### src/rtl/assert_macros.svh
// ----------------------------------------------------------------------------
// Assertion macros
// Shared concurrent assertion forms for the Morse encoder RTL.
// ----------------------------------------------------------------------------
`ifndef ASSERT_MACROS_SVH
`define ASSERT_MACROS_SVH

// Checked at every rising edge outside reset.
`define MCE_ASSERT(label, clk, rst_n, prop, msg) \
    label: assert property (@(posedge clk) disable iff (!rst_n) prop) else $error(msg);

// Checked at every rising edge, reset included.
`define MCE_ASSERT_ALWAYS(label, clk, prop, msg) \
    label: assert property (@(posedge clk) prop) else $error(msg);

`endif

### src/rtl/mce_pkg.sv
// ----------------------------------------------------------------------------
// Morse encoder package
// Symbol codes, the code table type and the character lookup function.
// ----------------------------------------------------------------------------
package mce_pkg;

    localparam int CharW   = 8;
    localparam int SymW    = 2;
    localparam int MaxSyms = 7;
    localparam int CntW    = 3;

    localparam logic [SymW-1:0] SYM_DOT   = 2'd0;
    localparam logic [SymW-1:0] SYM_DASH  = 2'd1;
    localparam logic [SymW-1:0] SYM_SPACE = 2'd2;
    localparam logic [SymW-1:0] SYM_RSVD  = 2'd3;

    typedef logic [MaxSyms*SymW-1:0] t_syms;

    // Symbols are left-aligned: the first symbol sent sits in the top digit.
    typedef struct packed {
        logic             valid;
        logic [CntW-1:0]  cnt;
        t_syms            syms;
    } t_load;

    typedef struct packed {
        logic [CntW-1:0] cnt;
        t_syms           syms;
    } t_code;

    // Pattern p holds n symbols, first sent in bit n-1, a one meaning a dash.
    function automatic t_code mk(logic [CntW-1:0] n, logic [MaxSyms-1:0] p);
        t_code c;
        c.cnt  = n;
        c.syms = '1;
        for (int i = 0; i < MaxSyms; i++) begin
            c.syms[(MaxSyms-1-i)*SymW +: SymW] = SYM_SPACE;
            if (CntW'(i) < n) begin
                c.syms[(MaxSyms-1-i)*SymW +: SymW] =
                    p[n - CntW'(1) - CntW'(i)] ? SYM_DASH : SYM_DOT;
            end
        end
        return c;
    endfunction

    function automatic t_code spaces(logic [CntW-1:0] n);
        t_code c;
        c.cnt = n;
        for (int i = 0; i < MaxSyms; i++) begin
            c.syms[i*SymW +: SymW] = SYM_SPACE;
        end
        return c;
    endfunction

    function automatic t_code lookup(logic [CharW-1:0] ch_in);
        logic [CharW-1:0] ch;
        t_code c;
        ch = ch_in;
        if (ch >= 8'h61 && ch <= 8'h7A) begin
            ch = ch - 8'h20;
        end
        unique case (ch)
            8'h41: c = mk(3'd2, 7'b01);
            8'h42: c = mk(3'd4, 7'b1000);
            8'h43: c = mk(3'd4, 7'b1010);
            8'h44: c = mk(3'd3, 7'b100);
            8'h45: c = mk(3'd1, 7'b0);
            8'h46: c = mk(3'd4, 7'b0010);
            8'h47: c = mk(3'd3, 7'b110);
            8'h48: c = mk(3'd4, 7'b0000);
            8'h49: c = mk(3'd2, 7'b00);
            8'h4A: c = mk(3'd4, 7'b0111);
            8'h4B: c = mk(3'd3, 7'b101);
            8'h4C: c = mk(3'd4, 7'b0100);
            8'h4D: c = mk(3'd2, 7'b11);
            8'h4E: c = mk(3'd2, 7'b10);
            8'h4F: c = mk(3'd3, 7'b111);
            8'h50: c = mk(3'd4, 7'b0110);
            8'h51: c = mk(3'd4, 7'b1101);
            8'h52: c = mk(3'd3, 7'b010);
            8'h53: c = mk(3'd3, 7'b000);
            8'h54: c = mk(3'd1, 7'b1);
            8'h55: c = mk(3'd3, 7'b001);
            8'h56: c = mk(3'd4, 7'b0001);
            8'h57: c = mk(3'd3, 7'b011);
            8'h58: c = mk(3'd4, 7'b1001);
            8'h59: c = mk(3'd4, 7'b1011);
            8'h5A: c = mk(3'd4, 7'b1100);
            8'h20: c = spaces(3'd3);
            8'h0A: c = spaces(3'd7);
            8'h30: c = mk(3'd5, 7'b11111);
            8'h31: c = mk(3'd5, 7'b01111);
            8'h32: c = mk(3'd5, 7'b00111);
            8'h33: c = mk(3'd5, 7'b00011);
            8'h34: c = mk(3'd5, 7'b00001);
            8'h35: c = mk(3'd5, 7'b00000);
            8'h36: c = mk(3'd5, 7'b10000);
            8'h37: c = mk(3'd5, 7'b11000);
            8'h38: c = mk(3'd5, 7'b11100);
            8'h39: c = mk(3'd5, 7'b11110);
            8'h2E: c = mk(3'd5, 7'b10101);
            8'h2C: c = mk(3'd6, 7'b110011);
            8'h3F: c = mk(3'd6, 7'b001100);
            8'h27: c = mk(3'd6, 7'b011110);
            8'h21: c = mk(3'd6, 7'b101011);
            8'h2F: c = mk(3'd5, 7'b10010);
            8'h28, 8'h7B, 8'h5B: c = mk(3'd5, 7'b10110);
            8'h29, 8'h7D, 8'h5D: c = mk(3'd6, 7'b101101);
            8'h26: c = mk(3'd5, 7'b01000);
            8'h3A: c = mk(3'd6, 7'b111000);
            8'h3B: c = mk(3'd6, 7'b101010);
            8'h3D: c = mk(3'd5, 7'b10001);
            8'h2B: c = mk(3'd5, 7'b01010);
            8'h2D: c = mk(3'd6, 7'b100001);
            8'h5F: c = mk(3'd6, 7'b001101);
            8'h22: c = mk(3'd6, 7'b010010);
            8'h24: c = mk(3'd7, 7'b0001001);
            8'h40: c = mk(3'd6, 7'b011010);
            default: c = spaces(3'd0);
        endcase
        return c;
    endfunction

endpackage

### src/rtl/mce_ifs.sv
// ----------------------------------------------------------------------------
// Morse encoder channel interfaces
// Valid/ready channels for character words and symbol words.
// ----------------------------------------------------------------------------
interface mce_char_if import mce_pkg::*; ();
    logic             valid;
    logic             ready;
    logic [CharW-1:0] char_code;

    modport source (output valid, output char_code, input ready);
    modport sink   (input valid, input char_code, output ready);
endinterface

interface mce_sym_if import mce_pkg::*; ();
    logic            valid;
    logic            ready;
    logic [SymW-1:0] symbol;
    logic            last;

    modport source (output valid, output symbol, output last, input ready);
    modport sink   (input valid, input symbol, input last, output ready);
endinterface

### src/rtl/mce_shifter.sv
// ----------------------------------------------------------------------------
// Morse symbol shifter
// Sends a loaded symbol run one digit per cycle while the sink is ready, then the closing space.
// ----------------------------------------------------------------------------
`include "assert_macros.svh"

module mce_shifter import mce_pkg::*; (
    input  logic          i_clk,
    input  logic          i_rst_n,
    input  t_load         i_load,
    output logic          o_free,
    mce_sym_if.source     o_sym
);

    logic            r_busy;
    logic            n_busy;
    logic [CntW-1:0] r_cnt;
    logic [CntW-1:0] n_cnt;
    t_syms           r_syms;
    t_syms           n_syms;
    logic            w_fire;
    logic            w_done;

    assign w_fire = o_sym.valid && o_sym.ready;
    assign w_done = w_fire && (r_cnt == '0);
    assign o_free = !r_busy || w_done;

    assign o_sym.valid  = r_busy;
    assign o_sym.symbol = (r_cnt == '0) ? SYM_SPACE : r_syms[MaxSyms*SymW-1 -: SymW];
    assign o_sym.last   = (r_cnt == '0);

    always_comb begin
        n_busy = r_busy;
        n_cnt  = r_cnt;
        n_syms = r_syms;
        priority if (i_load.valid) begin
            n_busy = 1'b1;
            n_cnt  = i_load.cnt;
            n_syms = i_load.syms;
        end else if (w_done) begin
            n_busy = 1'b0;
        end else if (w_fire) begin
            n_cnt  = r_cnt - CntW'(1);
            n_syms = {r_syms[(MaxSyms-1)*SymW-1:0], SYM_SPACE};
        end
    end

    always_ff @(posedge i_clk) begin
        if (!i_rst_n) begin
            r_busy <= 1'b0;
            r_cnt  <= '0;
        end else begin
            r_busy <= n_busy;
            r_cnt  <= n_cnt;
        end
        r_syms <= n_syms;
    end

    `MCE_ASSERT(a_load_when_free, i_clk, i_rst_n, i_load.valid |-> o_free, "load while busy")
    `MCE_ASSERT(a_idle_after_last, i_clk, i_rst_n, w_done && !i_load.valid |=> !o_sym.valid, "word after last")
    `MCE_ASSERT(a_cnt_down, i_clk, i_rst_n, r_busy && !i_load.valid |=> r_cnt <= $past(r_cnt), "count rose")
    `MCE_ASSERT(a_sym_code, i_clk, i_rst_n, o_sym.valid |-> o_sym.symbol != SYM_RSVD, "bad symbol")

endmodule

### src/rtl/morse_character_encoder.sv
// ----------------------------------------------------------------------------
// Morse character encoder
// Translates character words into runs of dot, dash and space words.
// ----------------------------------------------------------------------------
// The first symbol word is offered in the cycle after a character is taken.
// Throughput: one symbol word per cycle while the sink is ready; a character gives its
// run of at most seven symbols and then the closing space, sent by the symbol shifter.
// A new character is taken in the cycle the previous closing space is taken.
// Reset: synchronous, active low; the shifter empties and no word is pending.
module morse_character_encoder import mce_pkg::*; (
    input  logic       i_clk,
    input  logic       i_rst_n,
    mce_char_if.sink   i_char,
    mce_sym_if.source  o_sym
);

    logic  w_free;
    t_code w_code;
    t_load w_load;

    assign w_code       = lookup(i_char.char_code);
    assign i_char.ready = w_free;
    assign w_load.valid = i_char.valid && w_free;
    assign w_load.cnt   = w_code.cnt;
    assign w_load.syms  = w_code.syms;

    mce_shifter u_shifter (
        .i_clk   (i_clk),
        .i_rst_n (i_rst_n),
        .i_load  (w_load),
        .o_free  (w_free),
        .o_sym   (o_sym)
    );

endmodule

### src/flat_wrapper.sv
// flat-port wrapper written by rule: the top's interface ports become plain ports
module morse_character_encoder_flat import mce_pkg::*;
  (i_clk, i_rst_n, i_char_valid, i_char_char_code, i_char_ready, o_sym_valid, o_sym_symbol, o_sym_last, o_sym_ready);
  mce_char_if i_char_i ();
  mce_sym_if o_sym_i ();
  input  logic i_clk;
  input  logic i_rst_n;
  input wire logic [$bits(i_char_i.valid)-1:0] i_char_valid;
  input wire logic [$bits(i_char_i.char_code)-1:0] i_char_char_code;
  output wire logic [$bits(i_char_i.ready)-1:0] i_char_ready;
  output wire logic [$bits(o_sym_i.valid)-1:0] o_sym_valid;
  output wire logic [$bits(o_sym_i.symbol)-1:0] o_sym_symbol;
  output wire logic [$bits(o_sym_i.last)-1:0] o_sym_last;
  input wire logic [$bits(o_sym_i.ready)-1:0] o_sym_ready;
  assign i_char_i.valid = i_char_valid;
  assign i_char_i.char_code = i_char_char_code;
  assign i_char_ready = i_char_i.ready;
  assign o_sym_valid = o_sym_i.valid;
  assign o_sym_symbol = o_sym_i.symbol;
  assign o_sym_last = o_sym_i.last;
  assign o_sym_i.ready = o_sym_ready;
  morse_character_encoder u_core (.i_clk(i_clk), .i_rst_n(i_rst_n), .i_char(i_char_i), .o_sym(o_sym_i));
endmodule
### config.mk
export PLATFORM = sky130hd
export DESIGN_NAME = morse_character_encoder_flat
export DESIGN_NICKNAME = d
export VERILOG_FILES = /design/src/rtl/mce_pkg.sv /design/src/rtl/mce_ifs.sv /design/src/rtl/mce_shifter.sv /design/src/rtl/morse_character_encoder.sv /design/src/flat_wrapper.sv
export VERILOG_INCLUDE_DIRS = /design/src /design/src/rtl
export SDC_FILE = /design/constraint.sdc
export NUM_CORES = 1
export LEC_CHECK = 0
export BUFFER_PORTS_ARGS = -buffer_cell sky130_fd_sc_hd__buf_2
export CAP_MARGIN = 10
export CORE_ASPECT_RATIO = 0.9
export CORE_UTILIZATION = 65
export DETAILED_ROUTE_END_ITERATION = 10
export PLACE_DENSITY = 0.86
export SLEW_MARGIN = 10
export SYNTH_ARGS = -nofsm -noshare
export SYNTH_HDL_FRONTEND = slang
export SYNTH_SLANG_ARGS = --single-unit
### constraint.sdc
create_clock -name i_clk -period 4.05 [get_ports i_clk]
set_clock_uncertainty 0.05 [all_clocks]
set_input_delay 0.81 -clock i_clk [delete_from_list [all_inputs] [get_ports i_clk]]
set_output_delay 0.81 -clock i_clk [all_outputs]
set_load 0.005 [all_outputs]
==> key figures, run 1 <==
Run status
  – Status: finished, final reports clean

Layout
  – Commonest cells after routing, fill and taps aside: nand2_1, nor2_1, buf_2, o21ai_0
  – Fill cell total of the finished layout: 253
  – Nets: about 300
  – Layout cell share with drive strength beyond 1: 13.5%
  – Area Overhead vs Synth: 5.13%
  – N_diodes: 0
  – Final Core Density: 72.2%
  – Most common cell after layout, fill and taps aside: nand2_1

Clock tree
  – Root Buffer: clkbuf_4
  – Reg clk slew, reported paths: 110 ps
  – Bufs on Longest Clock Path: 2
  – Post-cts sizing count: 0
  – Post-CTS Setup Inserts: 0
  – CTS tree: built
  – CTS Hold Bufs: 0
  – Cts bufs inserted: 3
  – Clk_lat worst skew: 310 ps
  – H-tree depth: 1
  – CTS Sinks: 18

Yosys
  – Yosys top cell area share: 19.8%
  – Async set or reset register ratio after synthesis: 0%
  – Synth cell types: 64
  – Post-Syn Instances: 271
  – Largest area contributor in the netlist: edfxtp_1
  – Mapped cell area: 0.00212 sq mm
  – Yosys warns: 0
  – Sequential element share of the synthesized area: 23.6%
  – Synth Flop Type: edfxtp_1
  – Yosys reg bits: 18
  – Top cells by area, synth: edfxtp_1, nand2_1, ha_1
  – Post-synth EDFFs: 14
  – Avg Inst Size Synth: 7.83 sq um
  – Mapped Nets: 293

Pwr
  – VDD IR max: 0.214 mV
  – Combinational Power Share: 39.4%
  – Power Total: 0.000572 W
  – Register share of total power: 40.1%
  – Clock network fraction of total power: between 20% and 30%
  – Net switching power: 0.000211 W
  – Internal: between 0.0003 and 0.0004 W
  – Sw frac: 36.9%
  – Power per Cell Area: approximately 260 mW/mm^2
  – Pleak: approximately 0.81 nW

Floorplan
  – Placeable Area: about 0.003 sq mm
  – DIE HEIGHT: around 56 um
  – Die width: 62.2 um
  – IO Pins: 17
  – Row count: 19
  – Starting density of the core: roughly two thirds
  – Die area: 0.00350 sq mm

Routing
  – Drt first-iter violations: 298
  – Post-DRT Antenna Nets: 0
  – Via density per instance: between 7 and 8
  – Final WL: 6.10 mm
  – Via count: between 2000 and 2500
  – First-pass iteration count of the detailed router: 6
  – Remaining DRCs: 0
  – Wire per inst: 19.3 um

Critical path
  – WP buf/inv: 1
  – Critical path required time: just over 4000 ps
  – Worst setup EP type: flip-flop
  – Crit path cell chain: buf_2 > nor2_2 > and3_4 > o31ai_4 > mux2i_1 > o41ai_1
  – CP max-delay cell: o31ai_4
  – Crit start category: input pin
  – Crit path max fanout: 42
  – Critical path class: in2reg
  – Crit path arrival time: 3010 ps
  – Crit path largest cell delay: around 640 ps
  – Cell family with most CP delay: compound AO/OA/AOI/OAI gates

Place
  – Dpl hpwl: 4.30 mm
  – IO Port Bufs: 16
  – Final Wtd Congestion: around 1

Global routing
  – Gr usage total: 37.1%
  – Initial antenna violation count: 0
  – GRT overflow: 0
  – Number of global-route vias before repair: 2026
  – Global-route wire length before repair: ~10 mm
  – Largest net degree at the start of global routing: 43

STA
  – Slew Limit Headroom: 51.8%
  – Final Hold Viols: 0
  – RSZ-0062 raised after global routing: false
  – Final period utilization: 73.1%
  – Slew @ Worst Pin: about 720 ps
  – Setup violators final: 0
  – Final setup TNS: 0 ps
  – Fin. max-slew vios: 0
  – Fin crit period: 2960 ps
  – Hold slack: around 500 ps
  – Maximum achievable frequency: 338 MHz

Worst hold path
  – Worst hold path type: reg2reg

Flow run
  – Max-Cap Viols: 0
-- area by class of cell --
class | count | area [sq um] | area share, %
well taps | 42 | 52.6 | 2.36
clock buffers | 4 | 36.3 | 1.63
repair buffers | 19 | 103 | 4.60
multi-input cells | 222 | 1490 | 67.0
inverters | 12 | 45.0 | 2.02
flip-flops and latches | 18 | 500 | 22.4
-- state kept, by name (all words and copies together) (netlist names) --
| name | flops |
|---|---|
| u_core.u_shifter.r_cnt | 3 |
| u_core.u_shifter.r_syms | 14 |
| u_core.u_shifter.o_sym.valid | 1 |
-- path summary, 6_finish.rpt --
kind / start / endpoint / slack [ps] / cells after the start
setup / recovery: i_char_char_code[3] / u_core.u_shifter.r_syms[2] / 1090 / 6
hold / removal: u_core.u_shifter.r_cnt[2] / u_core.u_shifter.r_cnt[2] / 500 / 2
setup reg to reg: u_core.u_shifter.r_cnt[0] / u_core.u_shifter.r_syms[1] / 1490 / 9
hold reg to reg: u_core.u_shifter.r_cnt[2] / u_core.u_shifter.r_cnt[2] / 500 / 2
-- power groups by stage --
stage,clock network (W),logic [W],registers [W]
floorplan,0,0.000159,0.000231
global placement,0,0.000216,0.000234
global route,0.000125,0.000245,0.000231
detailed placement,0,0.000217,0.000233
CTS,0.000118,0.000218,0.000229
finish,0.000117,0.000225,0.000229
-- Yosys cell counts (6+ instances only) --
library cell / count
nor2b_1: 8
o22a_1: 6
ha_1: 10
clkbuf_1: 9
nand2_1: 40
inv_1: 10
edfxtp_1: 14
buf_2: 6
nor2_1: 16
nor3_1: 7
a21oi_1: 14
o21ai_1: 6
nand3_1: 10
o21ai_0: 15
nand2b_1: 6
-- worst min-delay path: stages (launching register included) --
cell	delay, ps
dfxtp_1	330
o21ai_0	150
a31oi_1	40
-- per-stage QoR --
stage / cell area (sq um) / worst slack, ps / cells
2_1_floorplan: 2120 / 1210 / 271
3_3_place_gp: 2190 / 810 / 313
3_5_place_dp: 2190 / 836 / 313
4_1_cts: 2230 / 1160 / 317
5_1_grt: 2230 / 979 / 317
6_report: 2230 / 1090 / 317
-- routing by layer --
layer	global-route usage [%]	part of all wire, %	routed length (um)	up-vias
met1	54.1	42	2560	1041
met5	0	0	0	-
met2	49.9	39	2400	179
li1	-	-	-	1059
met4	21.6	5.5	334	0
met3	7.79	13	805	36
-- kinds of logic after synthesis --
family                     count (synthesis)  synth area share [%]
adders and majority gates                 10                  5.90
AOI/OAI and AO/OA                        110                  41.2
buffers and inverters                     31                  6.01
and+or+nand+nor                           99                  21.9
DFF                                       18                  23.6
muxes                                      3                  1.42
No activity file was read; power rests on OpenSTA's default activity.
==> run 2: changes to the inputs <==
Settings changed: CORE_UTILIZATION 65 to 55, PLACE_DENSITY 0.86 to 0.77.
Clock period 4.05 ns to 2.5 ns, I/O delays scaled along.
==> key figures, run 2 (same netlist as run 1, synthesis figures left out) <==
Critical path
  – Critical path class: in2reg (unchanged)
  – Register-to-register setup slack: 240 ps (was 1490 ps)
  – Crit path max fanout: 7 (was 42)
  – Crit start category: input pin (unchanged)
  – Critical path required time: 2470 ps (was 4100 ps)
  – RR Startpoint: u_core.u_shifter.r_cnt[0] (unchanged)
  – Critical R2R Capture: u_core.u_shifter.r_cnt[2] (was u_core.u_shifter.r_syms[1])
  – Worst setup EP type: flip-flop (unchanged)
  – Reg2Reg Depth: 10 (was 9)
  – Crit path arrival time: 2290 ps (was 3010 ps)

Clock tree
  – Post-CTS Setup Inserts: 0 (unchanged)
  – Cts bufs inserted: 3 (unchanged)
  – Bufs on Longest Clock Path: 2 (unchanged)
  – Reg clk slew, reported paths: 70 ps (was 110 ps)
  – H-tree depth: 1 (unchanged)
  – Post-cts sizing count: 0 (unchanged)
  – Clk_lat worst skew: 260 ps (was 310 ps)
  – CTS Hold Bufs: 0 (unchanged)
  – CTS tree: built (unchanged)
  – CTS Sinks: 18 (unchanged)
  – Root Buffer: clkbuf_8 (was clkbuf_4)

Run status
  – Failing checks: DRC
  – Status: finished, violations left (was finished, final reports clean)

STA
  – Setup ws final: 178 ps (was 1090 ps)
  – RSZ-0062 raised after global routing: false (unchanged)
  – Slew @ Worst Pin: 475 ps (was 723 ps)
  – Fin. max-slew vios: 0 (unchanged)
  – Fin crit period: roughly 2300 ps
  – Final period utilization: roughly 93%
  – Final Hold Viols: 0 (unchanged)
  – Setup violators final: 0 (unchanged)
  – Maximum achievable frequency: 431 MHz
  – Slew Limit Headroom: 68.3% (was 51.8%)
  – Hold slack: 469 ps (was 503 ps)

Layout
  – Most common cell after layout, fill and taps aside: nand2_1 (unchanged)
  – Layout cell share with drive strength beyond 1: 22.4% (was 13.5%)
  – Multi-input gate area: 0.00149 sq mm (unchanged)
  – Nets: 331 (was 298)
  – Max FFs per register: 14 (unchanged)
  – Most flops, register: u_core.u_shifter.r_syms (unchanged)
  – Fill cell total of the finished layout: 327 (was 253)
  – Area Overhead vs Synth: 18.0% (was 5.13%)
  – N_diodes: 0 (unchanged)
  – FF+latch area: 500 sq um (unchanged)
  – Commonest cells after routing, fill and taps aside: nand2_1, buf_4, nor2_1, buf_2, o21ai_0 (was nand2_1, nor2_1, buf_2, o21ai_0)

Worst hold path
  – Worst hold path type: in2reg (was reg2reg)
  – Worst hold start: i_rst_n (was u_core.u_shifter.r_cnt[2])
  – Worst Hold Path EP: u_core.u_shifter.r_cnt[2] (unchanged)
  – Worst hold stages: 3 (was 2)

Routing
  – Via count: 2385 (was 2315)
  – Remaining DRCs: 4 (was 0)
  – Via density per instance: 6.74 (was 7.30)
  – Drt first-iter violations: 274 (was 298)
  – First-pass iteration count of the detailed router: 9 (was 6)
  – Final WL: 6.89 mm (was 6.10 mm)
  – Wire per inst: 19.4 um (was 19.3 um)
  – Post-DRT Antenna Nets: 0 (unchanged)

Pwr
  – Net switching power: 0.000361 W (was 0.000211 W)
  – Combinational Power Share: 41.5% (was 39.4%)
  – VDD IR max: 0.197 mV (was 0.214 mV)
  – Power per Cell Area: 403 mW/mm^2 (was 257 mW/mm^2)
  – Clock network fraction of total power: 21.6% (was 20.5%)
  – Pleak: 0.980 nW (was 0.814 nW)
  – Sw frac: 35.8% (was 36.9%)
  – Internal: 0.000648 W (was 0.000361 W)
  – Register share of total power: 36.9% (was 40.1%)

Flow run
  – Max-Cap Viols: 0 (unchanged)

Place
  – IO Port Bufs: 16 (unchanged)
  – Placement Setup Slack: -91.4 ps (was 836 ps)
  – Final Wtd Congestion: 0.986 (was 0.977)
  – Dpl hpwl: 5.13 mm (was 4.30 mm)

Floorplan
  – Starting density of the core: 57.3% (was 68.7%)
  – Die area: 0.00411 sq mm (was 0.00350 sq mm)
  – DIE HEIGHT: 60.9 um (was 56.2 um)
  – Row count: 21 (was 19)
  – Die width: 67.5 um (was 62.2 um)
  – Placeable Area: 0.00370 sq mm (was 0.00309 sq mm)
  – IO Pins: 17 (unchanged)

Global routing
  – GRT overflow: 0 (unchanged)
  – Largest net degree at the start of global routing: 48 (was 43)
  – Number of global-route vias before repair: 2121 (was 2026)
  – Global-route wire length before repair: 10.7 mm (was 10.0 mm)
  – Initial antenna violation count: 0 (unchanged)
  – Gr usage total: 35.2% (was 37.1%)
==> run 2: final cells by class <==
type                    instances  share of cell area [%]
multi-input cells             222                    59.6
clock buffers                   4                    1.80
inverters                      12                    1.80
flip-flops and latches         18                    20.0
well taps                      46                    2.30
repair buffers                 52                    14.5
==> run 2: worst max-delay path by stage <==
stage                                   start                    endpoint  cells past startpoint
after floorplan           i_char_char_code[1]  u_core.u_shifter.r_syms[6]                      9
after global placement    i_char_char_code[1]  u_core.u_shifter.r_syms[3]                     10
after detailed placement  i_char_char_code[0]  u_core.u_shifter.r_syms[6]                      9
after CTS                 i_char_char_code[0]   u_core.u_shifter.r_cnt[1]                     10
after global routing      i_char_char_code[0]   u_core.u_shifter.r_cnt[1]                     10
final                     i_char_char_code[0]  u_core.u_shifter.r_syms[6]                      9
==> run 2: metrics by stage <==
step | std cells | power, W | util (%) | cell area, sq um | setup TNS [ps]
detailed placement | 350 | 0.000784 | 66.4 | 2460 | -319
CTS | 354 | 0.000992 | 67.6 | 2500 | 0
global route | 354 | 0.00106 | 67.6 | 2500 | 0
global placement | 350 | 0.000778 | 66.4 | 2460 | -55.8
floorplan | 271 | 0.000633 | - | 2120 | 0
finish | 354 | 0.00101 | 67.6 | 2500 | 0
==> run 2: layer usage <==
metal	GRT usage [%]	vias up	wire length [um]
li1	-	1126	-
met1	49.2	1099	3070
met2	51.5	131	3010
met3	7.14	29	584
met4	16.4	0	220
met5	0	-	0
==> run 2: worst max-delay path, stage by stage <==
cell and delay (ps):
buf_2 120, inv_1 160, ha_1 210, nor2b_1 80
o21ba_4 220, o31ai_4 350, buf_4 220, o221ai_1 140
a32o_1 280
==> run 2: power by group through the flow <==
stage	logic, W	clock network, W	registers [W]
floorplan	0.000258	0	0.000375
global placement	0.000401	0	0.000377
detailed placement	0.000405	0	0.000379
CTS	0.000408	0.000211	0.000373
global route	0.000455	0.000228	0.000376
finish	0.000420	0.000218	0.000372
